$ cat config.mk
export PLATFORM = sky130hd
export DESIGN_NAME = fpa_front
export DESIGN_NICKNAME = d
export VERILOG_FILES = /design/src/hw/rtl/fpa_pkg.sv /design/src/hw/rtl/fpa_front.sv
export SDC_FILE = /design/constraint.sdc
export NUM_CORES = 2
export LEC_CHECK = 0
export ABC_AREA = 1
export CORE_MARGIN = 10
export CORE_UTILIZATION = 62
export DETAILED_ROUTE_END_ITERATION = 8
export DONT_BUFFER_PORTS = 1
export GPL_TIMING_DRIVEN = 0
export HOLD_SLACK_MARGIN = 0.12
export PLACE_DENSITY = 0.76
export SETUP_SLACK_MARGIN = 0.4
export SLEW_MARGIN = 20
export SYNTH_ARGS = -nofsm -noshare
export SYNTH_HDL_FRONTEND = slang
export SYNTH_SLANG_ARGS = --single-unit
$ cat constraint.sdc
create_clock -name clk -period 0.86 [get_ports clk]
set_clock_uncertainty 0.05 [all_clocks]
set_input_delay 0.086 -clock clk [delete_from_list [all_inputs] [get_ports clk]]
set_output_delay 0.086 -clock clk [all_outputs]
set_load 0.005 [all_outputs]
$ cat src/hw/rtl/fpa_pkg.sv
// Shared types and constants for the Q24.8 fixed-point ALU.
package fpa_pkg;

	typedef enum logic [3:0] {
		KIND_ADD  = 4'd0,
		KIND_SUB  = 4'd1,
		KIND_MUL  = 4'd2,
		KIND_DIV  = 4'd3,
		KIND_MIN  = 4'd4,
		KIND_MAX  = 4'd5,
		KIND_INC  = 4'd6,
		KIND_DEC  = 4'd7,
		KIND_FINT = 4'd8
	} kind_t;

	localparam logic [31:0] SAT_MAX = 32'h7fff_ffff;
	localparam logic [31:0] SAT_MIN = 32'h8000_0000;

	// Everything an item carries alongside the divider.
	typedef struct packed {
		logic        is_mul;
		logic        is_div;
		logic        div_neg;
		logic        div_zero;
		logic [31:0] result;
		logic        ovf;
		logic        less;
		logic        greater;
		logic        equal;
		logic [23:0] int_part;
	} side_t;

endpackage

$ cat src/hw/rtl/fpa_front.sv
// Input stage: simple operations, comparisons, multiplier and divider operand setup.
module fpa_front #(
	parameter int FB = 8,
	parameter int NW = 40
) (
	input  logic                 clk,
	input  logic                 arst_n,
	input  logic                 en,
	input  logic                 in_valid,
	input  logic [3:0]           kind,
	input  logic signed [31:0]   operand_a,
	input  logic signed [31:0]   operand_b,
	output logic                 valid_s1,
	output fpa_pkg::side_t       side_s1,
	output logic signed [63:0]   prod_s1,
	output logic [NW-1:0]        num_s1,
	output logic [31:0]          den_s1
);
	import fpa_pkg::*;

	side_t       side_d;
	logic [32:0] add_w;
	logic [32:0] sub_w;
	logic [FB:0] fint_top;
	logic        fint_ovf;
	logic [31:0] mag_a;
	logic [31:0] mag_b;

	always_comb begin
		add_w    = 33'(signed'(operand_a)) + 33'(signed'(operand_b));
		sub_w    = 33'(signed'(operand_a)) - 33'(signed'(operand_b));
		fint_top = operand_a[31:31-FB];
		// Conversion overflows when the bits shifted out differ from the sign.
		fint_ovf = !(&fint_top) && (|fint_top);
		mag_a    = operand_a[31] ? 32'(-operand_a) : 32'(operand_a);
		mag_b    = operand_b[31] ? 32'(-operand_b) : 32'(operand_b);

		side_d          = '0;
		side_d.less     = operand_a < operand_b;
		side_d.greater  = operand_a > operand_b;
		side_d.equal    = operand_a == operand_b;
		side_d.int_part = 24'(operand_a >>> FB);
		side_d.div_neg  = operand_a[31] ^ operand_b[31];
		side_d.div_zero = operand_b == 32'sd0;
		case (kind)
			KIND_ADD: begin
				side_d.ovf    = add_w[32] != add_w[31];
				side_d.result = side_d.ovf ? (add_w[32] ? SAT_MIN : SAT_MAX) : add_w[31:0];
			end
			KIND_SUB: begin
				side_d.ovf    = sub_w[32] != sub_w[31];
				side_d.result = side_d.ovf ? (sub_w[32] ? SAT_MIN : SAT_MAX) : sub_w[31:0];
			end
			KIND_MUL: side_d.is_mul = 1'b1;
			KIND_DIV: side_d.is_div = 1'b1;
			KIND_MIN: side_d.result = side_d.less ? operand_a : operand_b;
			KIND_MAX: side_d.result = side_d.greater ? operand_a : operand_b;
			KIND_INC: begin
				side_d.ovf    = operand_a == signed'(SAT_MAX);
				side_d.result = side_d.ovf ? SAT_MAX : 32'(operand_a + 32'sd1);
			end
			KIND_DEC: begin
				side_d.ovf    = operand_a == signed'(SAT_MIN);
				side_d.result = side_d.ovf ? SAT_MIN : 32'(operand_a - 32'sd1);
			end
			KIND_FINT: begin
				side_d.ovf    = fint_ovf;
				side_d.result = fint_ovf ? (operand_a[31] ? SAT_MIN : SAT_MAX)
					: 32'(operand_a <<< FB);
			end
			default: side_d.result = '0;
		endcase
	end

	always_ff @(posedge clk or negedge arst_n) begin
		if (!arst_n) begin
			valid_s1 <= 1'b0;
		end else if (en) begin
			valid_s1 <= in_valid;
		end
	end

	always_ff @(posedge clk) begin
		if (en) begin
			side_s1 <= side_d;
			prod_s1 <= 64'(operand_a) * 64'(operand_b);
			num_s1  <= NW'(mag_a) << FB;
			den_s1  <= mag_b;
		end
	end

endmodule

==> results.sh, run 1 <==
export IMPL_outcome="did not finish"
export IMPL_haltStage="global routing"
export IMPL_error_message="[ERROR GRT-0232] Routing congestion too high. Check the congestion heatmap in the GUI."
export IMPL_synth_ff_type="edfxtp_1"
export IMPL_synth_area_top_cells="fa_1 (40%), nand2_1 (13%), inv_1 (13%)"
export IMPL_die_w_um=314.6
export IMPL_yosys_warnings=0
export IMPL_syn_inst=6964
export IMPL_syn_area_per_cell_sq_um=7.729
export IMPL_ys_ff_latch=193
export IMPL_async_flop_share_pct=0.5181
export IMPL_gr_total_overflow=712
export IMPL_routabilityCongestion=1.175
export IMPL_cts_root_buf="clkbuf_16"
export IMPL_synth_common_cells="nand2_1 (1827), inv_1 (1798), fa_1 (1084)"
export IMPL_crit_endpoint="prod_s1[62]$_DFFE_PP_/D"
export IMPL_worstEpCategory="register input"
export IMPL_cts_buffers=17
export IMPL_synth_cell_types=56
export IMPL_rows=108
export IMPL_htree_levels=4
export IMPL_synth_edf_count=192
export IMPL_clockBufferDepth=2
export IMPL_synth_top_area_cell="fa_1"
export IMPL_yosys_area_top_type_share_pct=40.32
export IMPL_hpwl_mm=207.7
export IMPL_syn_area_sq_um=53830
export IMPL_io_buffers=0
export IMPL_track_usage_pct=74.10
export IMPL_dp_cells=8126
export IMPL_preCtsSetupSlack_ns=-7.672
export IMPL_ios=273
export IMPL_grt_start_max_net_pins=194
export IMPL_dieHeight_um=314.6
export IMPL_synthMostInstantiatedCell="nand2_1"
export IMPL_start_util_pct=62.24
export IMPL_yosysSeqAreaShare_pct=10.76
export IMPL_cts_sinks=193
stage by stage:
step / setup TNS, ns / utilization, % / instance area (sq um)
after CTS: -448.36 / 74.00 / 64000
after detailed placement: -553.80 / 67.78 / 58620
after floorplan: -385.30 / - / 57160
after global placement: -542.74 / 67.77 / 58610
logic make-up after synthesis:
logic type	count (synthesis)	share of synthesized area, %
other cells	1	0.006967
buf+inv	2171	15.60
flops	193	10.76
simple gates	2684	20.41
xor+xnor	172	2.799
compound gates	406	4.233
fa+ha+maj	1336	46.17
mux	1	0.02092
routing by layer:
layer | GRT overflow | track usage [%]
met5 | 3 | 41.83
met4 | 192 | 65.05
met3 | 44 | 62.08
met2 | 428 | 86.72
met1 | 45 | 77.42
repair_timing:
item,4_1_cts
endpoints found under the hold margin,294
hold buffers,12
pin swaps,206
buffers inserted,165
gates cloned,3
endpoints found under the setup margin,357
gates resized for setup,803
==> run 2: changes to the inputs <==
Settings changed: CORE_UTILIZATION 62 to 40, HOLD_SLACK_MARGIN 0.12 to not set, PLACE_DENSITY 0.76 to not set, PLACE_DENSITY_LB_ADDON set to 0.15, SETUP_SLACK_MARGIN 0.4 to not set.
==> run 2 against run 1 <==
  * The flow now finishes, with violations (negative hold slack, negative setup slack)
  * Synthesized cell count is the same
  * Synthesized area is the same
==> results.sh, run 2 <==
export IMPL_cp_start_kind="input pin"
export IMPL_syn_inst=6964
export IMPL_dp_cells=8740
export IMPL_cp_arrival_ns=6.90
export IMPL_busiest_layer="met2"
export IMPL_synth_common_cells="nand2_1 (1827), inv_1 (1798), fa_1 (1084)"
export IMPL_max_freq_mhz=151.0
export IMPL_met3_usage_pct=9.715
export IMPL_ys_ff_latch=193
export IMPL_post_route_period_util_pct=770.1
export IMPL_instances_no_fill=9034
export IMPL_yosys_warnings=0
export IMPL_grt_pass1_vias=50270
export IMPL_drv_slew=0
export IMPL_synth_ff_type="edfxtp_1"
export IMPL_postCtsHoldBufs=56
export IMPL_slew_headroom_pct=10.92
export IMPL_synth_top_area_cell="fa_1"
export IMPL_wl_mm=264.3
export IMPL_layout_cells_most_common="inv_1"
export IMPL_ios=273
export IMPL_rsz0062_at_grt="yes"
export IMPL_insertion_delay_ns=0.56
export IMPL_synthMostInstantiatedCell="nand2_1"
export IMPL_period_needed_ns=6.623
export IMPL_cp_end_kind="register"
export IMPL_cts_root_buf="clkbuf_16"
export IMPL_grt_pass1_wl_mm=374.0
export IMPL_synth_area_top_cells="fa_1 (40%), nand2_1 (13%), inv_1 (13%)"
export IMPL_async_flop_share_pct=0.5181
export IMPL_routabilityCongestion=1.042
export IMPL_dieHeight_um=386.8
export IMPL_dieArea_sq_um=149600
export IMPL_worst_slew_pin_slew_ns=1.326
export IMPL_drive_gt1_share_pct=18.68
export IMPL_route_detailed_drc=0
export IMPL_top_regs="prod_s1 (64), side_s1 (64)"
export IMPL_io_buffers=0
export IMPL_cpMostUsedCell="fa_1"
export IMPL_start_util_pct=40.28
export IMPL_max_stage_delay_ns=0.63
export IMPL_gr_total_overflow=0
export IMPL_syn2layout_area_growth_pct=23.09
export IMPL_yosysSeqAreaShare_pct=10.76
export IMPL_cts_buffers=17
export IMPL_whs_ns=-0.3539
export IMPL_required_ns=1.14
export IMPL_wl_per_cell_um=29.25
export IMPL_hpwl_mm=220.5
export IMPL_grt_use_met1_pct=48.24
export IMPL_cts_sinks=193
export IMPL_rows=134
export IMPL_path_max_fanout=7
export IMPL_syn_area_sq_um=53830
export IMPL_antenna_left=0
export IMPL_outcome="finished, violations left"
export IMPL_cts_clk_slew_worst_paths_ns=0.09
export IMPL_synth_edf_count=192
export IMPL_drt_iter0_markers=5833
export IMPL_gr_usage_met2_pct=52.06
export IMPL_vias=49450
export IMPL_syn_area_per_cell_sq_um=7.729
export IMPL_core_area_sq_um=133600
export IMPL_yosys_area_top_type_share_pct=40.32
export IMPL_drtPass1Iterations=6
export IMPL_finalSetupViolations=354
export IMPL_final_setup_tns_ns=-461.60
export IMPL_tritoncts="yes"
export IMPL_crit_type="input pin to register"
export IMPL_min_path_type="input pin to register"
export IMPL_fin_ws_ns=-5.763
export IMPL_clockBufferDepth=2
export IMPL_antenna_found_initial=17
export IMPL_drv_cap=0
export IMPL_die_w_um=386.8
export IMPL_synth_cell_types=56
export IMPL_vias_per_cell=5.474
export IMPL_final_cell_mix="inv_1 (1683), nand2_1 (1680), fa_1 (1018)"
export IMPL_track_usage_pct=35.14
export IMPL_grt_start_max_net_pins=194
export IMPL_violations="negative hold slack, negative setup slack"
export IMPL_nets=8655
export IMPL_htree_levels=4
export IMPL_cp_slowest_cell="fa_2"
export IMPL_hold_violations=57
run 2: path summary, 6_finish.rpt:
kind | startpoint | depth (start not counted) | to | slack, ns
worst max-delay path | operand_a[31] | 28 | prod_s1[56]$_DFFE_PP_ | -5.76
worst min-delay path | en | 0 | side_s1[22]$_DFFE_PP_ | -0.35
worst max register to register | valid_s1$_DFFE_PN0P_ | 1 | valid_s1$_DFFE_PN0P_ | 0.04
worst min register to register | valid_s1$_DFFE_PN0P_ | 1 | valid_s1$_DFFE_PN0P_ | 0.50
max in group asynchronous | arst_n | 2 | valid_s1$_DFFE_PN0P_ | 0.45
min in group asynchronous | arst_n | 2 | valid_s1$_DFFE_PN0P_ | 0.21
run 2: repair_timing:
| action | CTS | global route |
|---|---|---|
| setup buffers | 144 | 58 |
| setup endpoints to repair | 350 | 355 |
| resized for setup | 738 | 284 |
| hold endpoints to repair | 252 | 98 |
| pin swaps | 175 | 141 |
run 2: cell type report:
cell class                 count  area, sq um
fill                       13140        67370
multi-input combinational   4607        43760
inverter                    1815         6893
sequential                   193         5791
buffer                       355         4594
timing repair buffer         258         2386
tap                         1768         2212
clock buffer                  17        425.4
clock inverter                15        181.4
antenna                        6        15.01
run 2: layer usage:
| metal | part of all wire, % | routed length [um] | vias up |
|---|---|---|---|
| met2 | 42 | 111600 | 2652 |
| li1 | - | - | 20880 |
| met5 | 0.022 | 59 | - |
| met3 | 12 | 30750 | 483 |
| met1 | 41 | 108600 | 25430 |
| met4 | 5.0 | 13240 | 8 |
run 2: cells by family (layout without fill, tap and decap cells):
kind of cell             count (synthesis)  count (layout)  synth area share (%)
AO/OA/AOI/OAI                          406             406                 4.233
adder cells (fa/ha/maj)               1336            1336                 46.17
flip-flops                             193             193                 10.76
AND/OR/NAND/NOR                       2684            2684                 20.41
other                                    1              14              0.006967
buffers and inverters                 2171            2460                 15.60
multiplexers                             1               1               0.02092
XOR/XNOR                               172             172                 2.799
run 2: per-stage QoR:
step                      instance area [sq um]  setup WS, ns  util, %  hold WS (ns)
after detailed placement                  59400        -7.949    44.45       -0.2595
after global placement                    59380        -7.860    44.43       -0.2596
after CTS                                 64880        -5.698    48.55       -0.4153
after global routing                      66240        -5.874    49.57       -0.3765
after floorplan                           57160        -6.125        -       -0.2596
final                                     66250        -5.763    49.58       -0.3539
run 2: worst max-delay path: cells and delay by family:
kind,cells,cell delay [ns]
fa+ha+maj,9,4.58
buf+inv,11,1.16
compound gates,2,0.53
simple gates,6,0.48
Power of run 2 is left out: the tool's default activity adds up to more than one toggle a clock period on the data nets, which glitch-free logic cannot reach.
