$ cat src/hw/rtl/fpa_div_step.sv
// One registered step of the restoring divider: one quotient bit per stage.
module fpa_div_step #(
	parameter int NW = 40
) (
	input  logic          clk,
	input  logic          en,
	input  logic [NW-1:0] num_in,
	input  logic [31:0]   rem_in,
	input  logic [NW-1:0] quo_in,
	input  logic [31:0]   den_in,
	output logic [NW-1:0] num_out,
	output logic [31:0]   rem_out,
	output logic [NW-1:0] quo_out,
	output logic [31:0]   den_out
);
	logic [32:0] trial;
	logic [32:0] diff;
	logic        ge;

	always_comb begin
		trial = {rem_in, num_in[NW-1]};
		diff  = trial - {1'b0, den_in};
		ge    = trial >= {1'b0, den_in};
	end

	always_ff @(posedge clk) begin
		if (en) begin
			num_out <= num_in << 1;
			rem_out <= ge ? diff[31:0] : trial[31:0];
			quo_out <= {quo_in[NW-2:0], ge};
			den_out <= den_in;
		end
	end

endmodule

$ cat config.mk
export PLATFORM = sky130hd
export DESIGN_NAME = fpa_div_step
export DESIGN_NICKNAME = d
export VERILOG_FILES = /design/src/hw/rtl/fpa_div_step.sv
export SDC_FILE = /design/constraint.sdc
export NUM_CORES = 1
export LEC_CHECK = 0
export BUFFER_PORTS_ARGS = -buffer_cell sky130_fd_sc_hd__buf_2
export CELL_PAD_IN_SITES_DETAIL_PLACEMENT = 1
export CELL_PAD_IN_SITES_GLOBAL_PLACEMENT = 2
export CORE_ASPECT_RATIO = 0.7
export CORE_MARGIN = 2
export CORE_UTILIZATION = 32
export CTS_CLUSTER_SIZE = 25
export DETAILED_ROUTE_END_ITERATION = 16
export PLACE_DENSITY_LB_ADDON = 0.1
export SKIP_CTS_REPAIR_TIMING = 1
export SLEW_MARGIN = 20
export SYNTH_ARGS = -nofsm -noshare
export SYNTH_HDL_FRONTEND = slang
export SYNTH_SLANG_ARGS = --single-unit
$ cat constraint.sdc
create_clock -name clk -period 8.9 [get_ports clk]
set_input_delay 1.78 -clock clk [delete_from_list [all_inputs] [get_ports clk]]
set_output_delay 1.78 -clock clk [all_outputs]
set_load 0.005 [all_outputs]
==> results of run 1 <==
registers in the layout (all words and copies together), names as in the netlist:
| signal | count |
|---|---|
| den_out | 32 |
| rem_out | 32 |
| quo_out | 40 |
| num_out | 39 |
cells by family after synthesis:
group	count (synthesis)
adder cells (fa/ha/maj)	33
AND/OR/NAND/NOR	107
flip-flops	143
XOR/XNOR	26
other	1
AO/OA/AOI/OAI	120
buffers and inverters	64
multiplexers	10
final cells by class:
class | count | share of cell area, %
Inverter | 46 | 1.93
Tap cell | 276 | 3.86
Antenna cell | 2 | 0.0560
Multi-Input combinational cell | 297 | 22.9
Timing Repair Buffer | 289 | 16.3
Sequential cell | 143 | 48.0
Clock buffer | 17 | 4.76
Clock inverter | 15 | 2.11
per-stage QoR:
step / total power [mW] / util, % / instance area [sq um] / setup WS, ns / hold slack (ns)
floorplan: 1.02 / - / 6630 / 4.77 / 1.88
global placement: 1.17 / 40.5 / 8320 / 3.61 / 1.96
detailed placement: 1.17 / 40.5 / 8320 / 3.54 / 1.96
CTS: 1.94 / 43.5 / 8930 / 3.96 / 1.50
global route: 2.00 / 43.5 / 8940 / 3.75 / 1.50
finish: 1.91 / 43.5 / 8940 / 3.95 / 1.52
worst max-delay path: stages:
cell and delay [ns]:
sky130_fd_sc_hd__buf_2 0.09, sky130_fd_sc_hd__inv_1 0.04, sky130_fd_sc_hd__ha_1 0.41, sky130_fd_sc_hd__and3_1 0.36
sky130_fd_sc_hd__nand4_1 0.23, sky130_fd_sc_hd__nor4b_1 0.54, sky130_fd_sc_hd__a21o_1 0.24, sky130_fd_sc_hd__o21a_2 0.70
sky130_fd_sc_hd__buf_4 0.39, sky130_fd_sc_hd__mux2_4 0.32
synthesized netlist by cell type, types with 3 or more instances:
cell	count	area share (%)
sky130_fd_sc_hd__o21a_1	6	0.68
sky130_fd_sc_hd__nand3_1	8	0.60
sky130_fd_sc_hd__edfxtp_1	143	65
sky130_fd_sc_hd__buf_2	5	0.38
sky130_fd_sc_hd__o31ai_1	7	0.79
sky130_fd_sc_hd__inv_1	46	2.6
sky130_fd_sc_hd__o21ai_0	17	1.3
sky130_fd_sc_hd__buf_6	5	0.85
sky130_fd_sc_hd__and2_1	3	0.28
sky130_fd_sc_hd__nand4_1	8	0.75
sky130_fd_sc_hd__o21bai_1	5	0.57
sky130_fd_sc_hd__mux2_4	8	1.8
sky130_fd_sc_hd__a211oi_1	3	0.34
sky130_fd_sc_hd__nand2_1	24	1.4
sky130_fd_sc_hd__nand2b_1	7	0.66
sky130_fd_sc_hd__ha_1	32	6.0
sky130_fd_sc_hd__a2111oi_0	3	0.40
sky130_fd_sc_hd__a21o_1	8	0.91
sky130_fd_sc_hd__xor2_1	10	1.3
sky130_fd_sc_hd__xnor2_1	16	2.1
sky130_fd_sc_hd__o21ai_1	4	0.30
sky130_fd_sc_hd__clkbuf_1	6	0.34
sky130_fd_sc_hd__nor3_1	3	0.23
sky130_fd_sc_hd__nor2_1	37	2.1
sky130_fd_sc_hd__a21oi_1	54	4.1
power by group:
part | switching [mW] | internal (mW) | leakage [nW] | total [mW]
Sequential | 0.0149 | 0.821 | 1.40 | 0.836
Clock | 0.324 | 0.428 | 0.296 | 0.752
Combinational | 0.175 | 0.143 | 2.26 | 0.319
Total | 0.514 | 1.39 | 3.95 | 1.91
worst paths after layout:
kind                    from           to
setup / recovery  den_in[22]  rem_out[14]
hold / removal    quo_in[11]  quo_out[12]
layer usage:
metal / up-vias / share of wire (%) / track usage, %
met1: 2396 / 46 / 23.3
met5: - / 0.068 / 0
met3: 17 / 6.1 / 5.13
met4: 2 / 1.1 / 4.57
met2: 167 / 47 / 28.0
li1: 2444 / - / -
==> flow_summary.yaml, run 1 <==
outcome:
  outcome: "finished, final reports clean"
logic_synthesis:
  synth_simple_gate_area_share_pct: 7.89
  yosysSeqAreaShare_pct: 64.7
  largest_family_of_logic_cells_by_synthesized_area: "compound AO/OA/AOI/OAI gates"
  synth_mux_area_share_pct: 2.11
  syn-mean-instance-area_sq_um: 13.2
  synth-seq-cells: 143
  synth-adder-area-share_pct: 6.34
  synth-async-reset-ratio_pct: 0
  synth_compound_gate_area_share_pct: 11.0
  cell_count_after_synthesis: 504
  ys_dominant_reg_cell: "sky130_fd_sc_hd__edfxtp_1"
  synth.yosys.warnings: 0
  syn_area_sq_um: 6630
  yosysUniqueCellTypes: 50
  synth-edff-count: 143
  yosys.area_share.xor_xnor_pct: 3.43
  syn_nets: 683
final_layout:
  sequential_cell_area_sq_um: 4290
  multiInputGateArea_sq_um: 2050
  final_layout_size_suffix_gt1_share_pct: 41.6
  total_of_fill_cells_in_the_finished_design: 2284
  final_nets: 973
  most-common-layout-cells: "sky130_fd_sc_hd__buf_2, sky130_fd_sc_hd__edfxtp_1, sky130_fd_sc_hd__a21oi_1, sky130_fd_sc_hd__inv_1, sky130_fd_sc_hd__nor2_1"
  post_layout_cell_count: 1085
  mostFrequentLayoutCell: "sky130_fd_sc_hd__buf_2"
  synthToLayoutAreaGrowth_pct: 34.8
die:
  initial_core_utilization_pct: 32.3
  core.rowCount: 44
  pin_count: 290
  fp.dieH_microns: 124
  die_x_microns: 176
  core_region_area_sq_um: 20500
  floorplan.die_area_sq_um: 21900
timing:
  fin_setup_tns_ns: 0
  tightest_slew_margin_relative_to_the_limit_pct: 41.7
  finalCritPeriodShare_pct: 55.6
  fmax_mhz: 202
  rsz_0062_raised_after_global_routing: "no"
  hold_viol_final: 0
  report.final.setup_viol: 0
  timing.final.crit_period_ns: 4.95
  slew_at_the_pin_closest_to_its_max_slew_limit_ns: 0.872
  timing_max_transition_violations_final: 0
global_routing:
  grt_overflow: 0
  via_count_of_the_first_global_routing_pass: 5231
  grt_max_degree: 91
  grt_pass1_wl_microns: 29400
  global_route.usage.total_pct: 17.5
  number_of_antenna_violations_at_the_first_check_in_global_routing: 3
clock_tree:
  cts.clk_slew.worst_paths_ns: 0.07
  root_buffer: "sky130_fd_sc_hd__clkbuf_16"
  cts-root-to-sink-buffers: 2
  cts_sinks: 143
  numCtsBuffers: 17
  cts_max_level: 4
  cts_tree: "yes"
power_and_ir_drop:
  power.leakage_nw: 3.95
  max-vdd-ir-drop_mv: 0.0959
  power-per-cell-area_nw_per_um2: 213
place:
  gp_congestion: 0.799
  cell_count_post_placement: 1051
  dp_hpwl_microns: 14600
  place.port_buffers: 287
route:
  drt-vias-per-instance: 4.63
  drc: 0
  first_iter_violations: 240
  drt-total-wl_microns: 19000
  vias: 5026
  detail_route.wl_per_cell_microns: 17.6
  final_antenna_net_count: 0
  drt-pass1-iter-count: 4
setup_path:
  worstPathArrival_ns: 5.12
  timing.critical_path.from_type: "primary input"
  setup.worst_path.class: "in -> reg"
  cp-end-kind: "flop"
  cp.required_ns: 9.08
  critical_path_peak_fanout: 36
hold_path:
  path_type_of_the_worst_min_delay_path: "in -> reg"
  hold_depth: 1
run:
  max_cap_viol_count: 0
No activity file was read; power rests on OpenSTA's default activity.
==> run 2, diff against run 1 <==
Settings changed: CORE_UTILIZATION 32 to 27.
Clock period 8.9 ns to 4.45 ns, I/O delays scaled along.
==> flow_summary.yaml, run 2 (synthesis gave the netlist of run 1 again) <==
place:
  place.port_buffers: 287
  gp_congestion: 0.743
  dp_hpwl_microns: 15700
  cell_count_post_placement: 1098
setup_path:
  timing.critical_path.from_type: "primary input"
  worstPathArrival_ns: 3.76
  worst-path-buf-inv: 3
  cp-end-kind: "flop"
  cpLargestDelayFamily: "simple AND/OR/NAND/NOR gates"
  critical_path_peak_fanout: 13
  cp_cell_sequence: "buf_2, inv_1, ha_1, and3_1, nand4_1, nor4b_1, a21o_1, o21a_2, buf_4, mux2_4"
  critical_path.slowest_cell: "sky130_fd_sc_hd__nor4b_1"
  timing.critical_path.slowest_cell_delay_ns: 0.53
  cp.required_ns: 4.62
  setup.worst_path.class: "in -> reg"
route:
  drc: 0
  drt-total-wl_microns: 19900
  detail_route.wl_per_cell_microns: 17.6
  drt-vias-per-instance: 4.42
  first_iter_violations: 196
  final_antenna_net_count: 0
  drt-pass1-iter-count: 4
  vias: 5002
final_layout:
  multiInputGateArea_sq_um: 2050
  final_nets: 978
  largest_reg_flops: 40
  post_layout_cell_count: 1131
  biggestRegsByFlops: "quo_out (40), num_out (39)"
  synthToLayoutAreaGrowth_pct: 35.9
  most-common-layout-cells: "sky130_fd_sc_hd__buf_2, sky130_fd_sc_hd__edfxtp_1, sky130_fd_sc_hd__a21oi_1, sky130_fd_sc_hd__inv_1, sky130_fd_sc_hd__nor2_1"
  regMostFlops: "quo_out"
  mostFrequentLayoutCell: "sky130_fd_sc_hd__buf_2"
  total_of_fill_cells_in_the_finished_design: 2666
  sequential_cell_area_sq_um: 4290
  final_layout_size_suffix_gt1_share_pct: 41.9
timing:
  fin_setup_tns_ns: 0
  slew_at_the_pin_closest_to_its_max_slew_limit_ns: 0.562
  tightest_slew_margin_relative_to_the_limit_pct: 62.5
  report.final.setup_viol: 0
  timing_max_transition_violations_final: 0
  hold_viol_final: 0
  timing.final.crit_period_ns: 3.59
  finalCritPeriodShare_pct: 80.6
  rsz_0062_raised_after_global_routing: "no"
  fmax_mhz: 279
clock_tree:
  cts_tree: "yes"
  cts_max_level: 4
  root_buffer: "sky130_fd_sc_hd__clkbuf_16"
  cts.clk_slew.worst_paths_ns: 0.07
  cts-root-to-sink-buffers: 2
  numCtsBuffers: 17
  cts_sinks: 143
die:
  pin_count: 290
  floorplan.die_area_sq_um: 25900
  core_region_area_sq_um: 23900
  initial_core_utilization_pct: 27.8
  die_x_microns: 191
  fp.dieH_microns: 135
  core.rowCount: 47
global_routing:
  number_of_antenna_violations_at_the_first_check_in_global_routing: 2
  via_count_of_the_first_global_routing_pass: 5142
  grt_max_degree: 91
  global_route.usage.total_pct: 15.2
  grt_overflow: 0
  grt_pass1_wl_microns: 29800
run:
  max_cap_viol_count: 0
power_and_ir_drop:
  power.leakage_nw: 3.97
  power-per-cell-area_nw_per_um2: 414
  max-vdd-ir-drop_mv: 0.257
hold_path:
  path_type_of_the_worst_min_delay_path: "in -> reg"
outcome:
  outcome: "finished, final reports clean"
run 2: cell types whose count changed in the layout (fill, tap and decap cells not counted), sizes merged:
cell | previous run | this run
buf | 289 | 294
clkinv | 2 | 5
inv | 55 | 53
bufinv | 2 | 1
diode | 2 | 1
run 2: area by class of cell:
class	count	share of cell area [%]
sequential	143	47.6
clock inverter	15	1.68
multi-input combinational	297	22.7
inverter	46	1.92
clock buffer	17	4.72
timing repair buffer	294	16.9
tap	318	4.41
antenna	1	0.0278
run 2: worst paths after layout:
check             startpoint          end  slack, ns  depth (start not counted)
setup / recovery  den_in[23]  rem_out[20]       0.86                         10
hold / removal    quo_in[15]  quo_out[16]       0.64                          1
run 2: per-stage QoR:
step                      hold WS, ns  setup slack (ns)  total power, mW  util (%)  area [sq um]
final                           0.639             0.863             3.73      37.7          9010
after global routing            0.605             0.640             3.93      37.7          9010
after CTS                       0.610             0.879             3.80      37.7          9010
after detailed placement         1.07             0.451             2.37      35.3          8430
after global placement           1.07             0.458             2.36      35.3          8430
after floorplan                 0.989              1.21             2.04         -          6630
run 2: report_power, final:
part / internal [mW] / switching [mW]
Sequential: 1.64 / 0.0321
Combinational: 0.298 / 0.353
Clock: 0.789 / 0.617
run 2: routing by layer:
layer	GRT usage [%]	vias to the layer above	wire length (microns)
met5	0	-	16
met3	4.71	6	1210
li1	-	2450	-
met2	23.0	162	9020
met4	4.06	2	88
met1	21.2	2382	9540
==> run 3, diff against run 2 <==
Clock period 4.45 ns to 3 ns, I/O delays scaled along.
==> flow_summary.yaml, run 3 (synthesis gave the netlist of run 1 again) <==
run:
  max_cap_viol_count: 0
route:
  vias: 5390
  first_iter_violations: 198
  drt-vias-per-instance: 4.35
  final_antenna_net_count: 0
  drt-total-wl_microns: 20900
  drt-pass1-iter-count: 4
  drc: 0
  detail_route.wl_per_cell_microns: 16.8
final_layout:
  post_route_cell_area_sq_um: 9940
  biggestRegsByFlops: "quo_out (40), num_out (39)"
  synthToLayoutAreaGrowth_pct: 49.9
  final_layout_size_suffix_gt1_share_pct: 49.6
  regMostFlops: "quo_out"
  post_layout_cell_count: 1240
  most-common-layout-cells: "sky130_fd_sc_hd__buf_2, sky130_fd_sc_hd__edfxtp_1, sky130_fd_sc_hd__buf_4, sky130_fd_sc_hd__a21oi_1, sky130_fd_sc_hd__inv_1"
  largest_reg_flops: 40
  mostFrequentLayoutCell: "sky130_fd_sc_hd__buf_2"
  final_nets: 1087
power_and_ir_drop:
  max-vdd-ir-drop_mv: 0.404
  power_switching_share_pct: 25.6
  share_clk_of_total_power_pct: 37.6
  power-per-cell-area_nw_per_um2: 590
  p_seq_share_pct: 42.4
  pwr-share-comb_pct: 20.0
  switching_power_mw: 1.50
  power.leakage_nw: 4.53
  cellInternalPower_mw: 4.36
setup_path:
  cp-end-kind: "flop"
  cp.required_ns: 3.18
  timing.critical_path.from_type: "primary input"
  worstPathArrival_ns: 3.00
  critical_path_peak_fanout: 21
  setup.worst_path.class: "in -> reg"
timing:
  fmax_mhz: 353
  fin_setup_tns_ns: 0
  tightest_slew_margin_relative_to_the_limit_pct: 62.0
  fin_hold_ws_ns: 0.340
  timing_max_transition_violations_final: 0
  slew_at_the_pin_closest_to_its_max_slew_limit_ns: 0.555
  rsz_0062_raised_after_global_routing: "no"
  finalCritPeriodShare_pct: 94.3
  setup_slack_ns: 0.171
  report.final.setup_viol: 0
  hold_viol_final: 0
  timing.final.crit_period_ns: 2.83
global_routing:
  grt_max_degree: 54
  grt_overflow: 0
  global_route.usage.total_pct: 16.2
  number_of_antenna_violations_at_the_first_check_in_global_routing: 2
  via_count_of_the_first_global_routing_pass: 5749
  grt_pass1_wl_microns: 31600
die:
  die_x_microns: 191
  initial_core_utilization_pct: 27.8
  core_region_area_sq_um: 23900
  floorplan.die_area_sq_um: 25900
  core.rowCount: 47
  fp.dieH_microns: 135
  pin_count: 290
place:
  dpl-instance-area_sq_um: 9280
  gp_congestion: 0.794
  place.port_buffers: 287
  pre_cts_slack_ns: -0.549
  dp_hpwl_microns: 17100
  cell_count_post_placement: 1207
clock_tree:
  cts_max_level: 4
  cts_sinks: 143
  cts-root-to-sink-buffers: 2
  cts_tree: "yes"
  cts.clk_slew.worst_paths_ns: 0.06
  numCtsBuffers: 17
  root_buffer: "sky130_fd_sc_hd__clkbuf_16"
hold_path:
  path_type_of_the_worst_min_delay_path: "in -> reg"
outcome:
  outcome: "finished, final reports clean"
run 3: layout make-up:
cell class / instances / area, sq um
antenna: 1 / 2.50
clock buffer: 18 / 429
clock inverter: 14 / 180
fill: 2696 / 13900
inverter: 46 / 173
multi-input combinational: 297 / 2100
sequential: 143 / 4290
tap: 318 / 398
timing repair buffer: 403 / 2360
run 3: path summary, 6_finish.rpt:
kind,start,end,slack (ns),depth (start not counted)
hold / removal,quo_in[15],quo_out[16],0.34,1
setup / recovery,den_in[23],rem_out[23],0.17,11
run 3: metrics by stage:
stage                     total power, mW  utilization (%)
after floorplan                      3.02                -
after global placement               3.68             38.9
after detailed placement             3.71             38.9
after CTS                            5.96             41.4
after global routing                 6.18             41.6
final                                5.86             41.6
run 3: worst max-delay path, stage by stage:
cell	delay [ns]
sky130_fd_sc_hd__buf_2	0.09
sky130_fd_sc_hd__inv_1	0.05
sky130_fd_sc_hd__ha_1	0.34
sky130_fd_sc_hd__a21o_1	0.23
sky130_fd_sc_hd__o21a_1	0.18
sky130_fd_sc_hd__a311oi_2	0.30
sky130_fd_sc_hd__o21ai_2	0.12
sky130_fd_sc_hd__or3b_1	0.37
sky130_fd_sc_hd__o21a_2	0.23
sky130_fd_sc_hd__buf_12	0.17
sky130_fd_sc_hd__mux2_4	0.30
run 3: metal layers:
layer / vias up / GRT usage [%] / wire [microns]
met1: 2542 / 21.1 / 9620
met5: - / 0 / 12
met3: 14 / 4.95 / 1310
met4: 2 / 4.62 / 187
met2: 157 / 26.0 / 9730
li1: 2675 / - / -
run 3: power by group through the flow:
stage               sequential [mW]  clock, mW  combinational, mW
floorplan                      2.56          0              0.463
global placement               2.53          0               1.16
CTS                            2.49       2.28               1.19
detailed placement             2.53          0               1.18
finish                         2.49       2.21               1.17
global route                   2.51       2.36               1.31
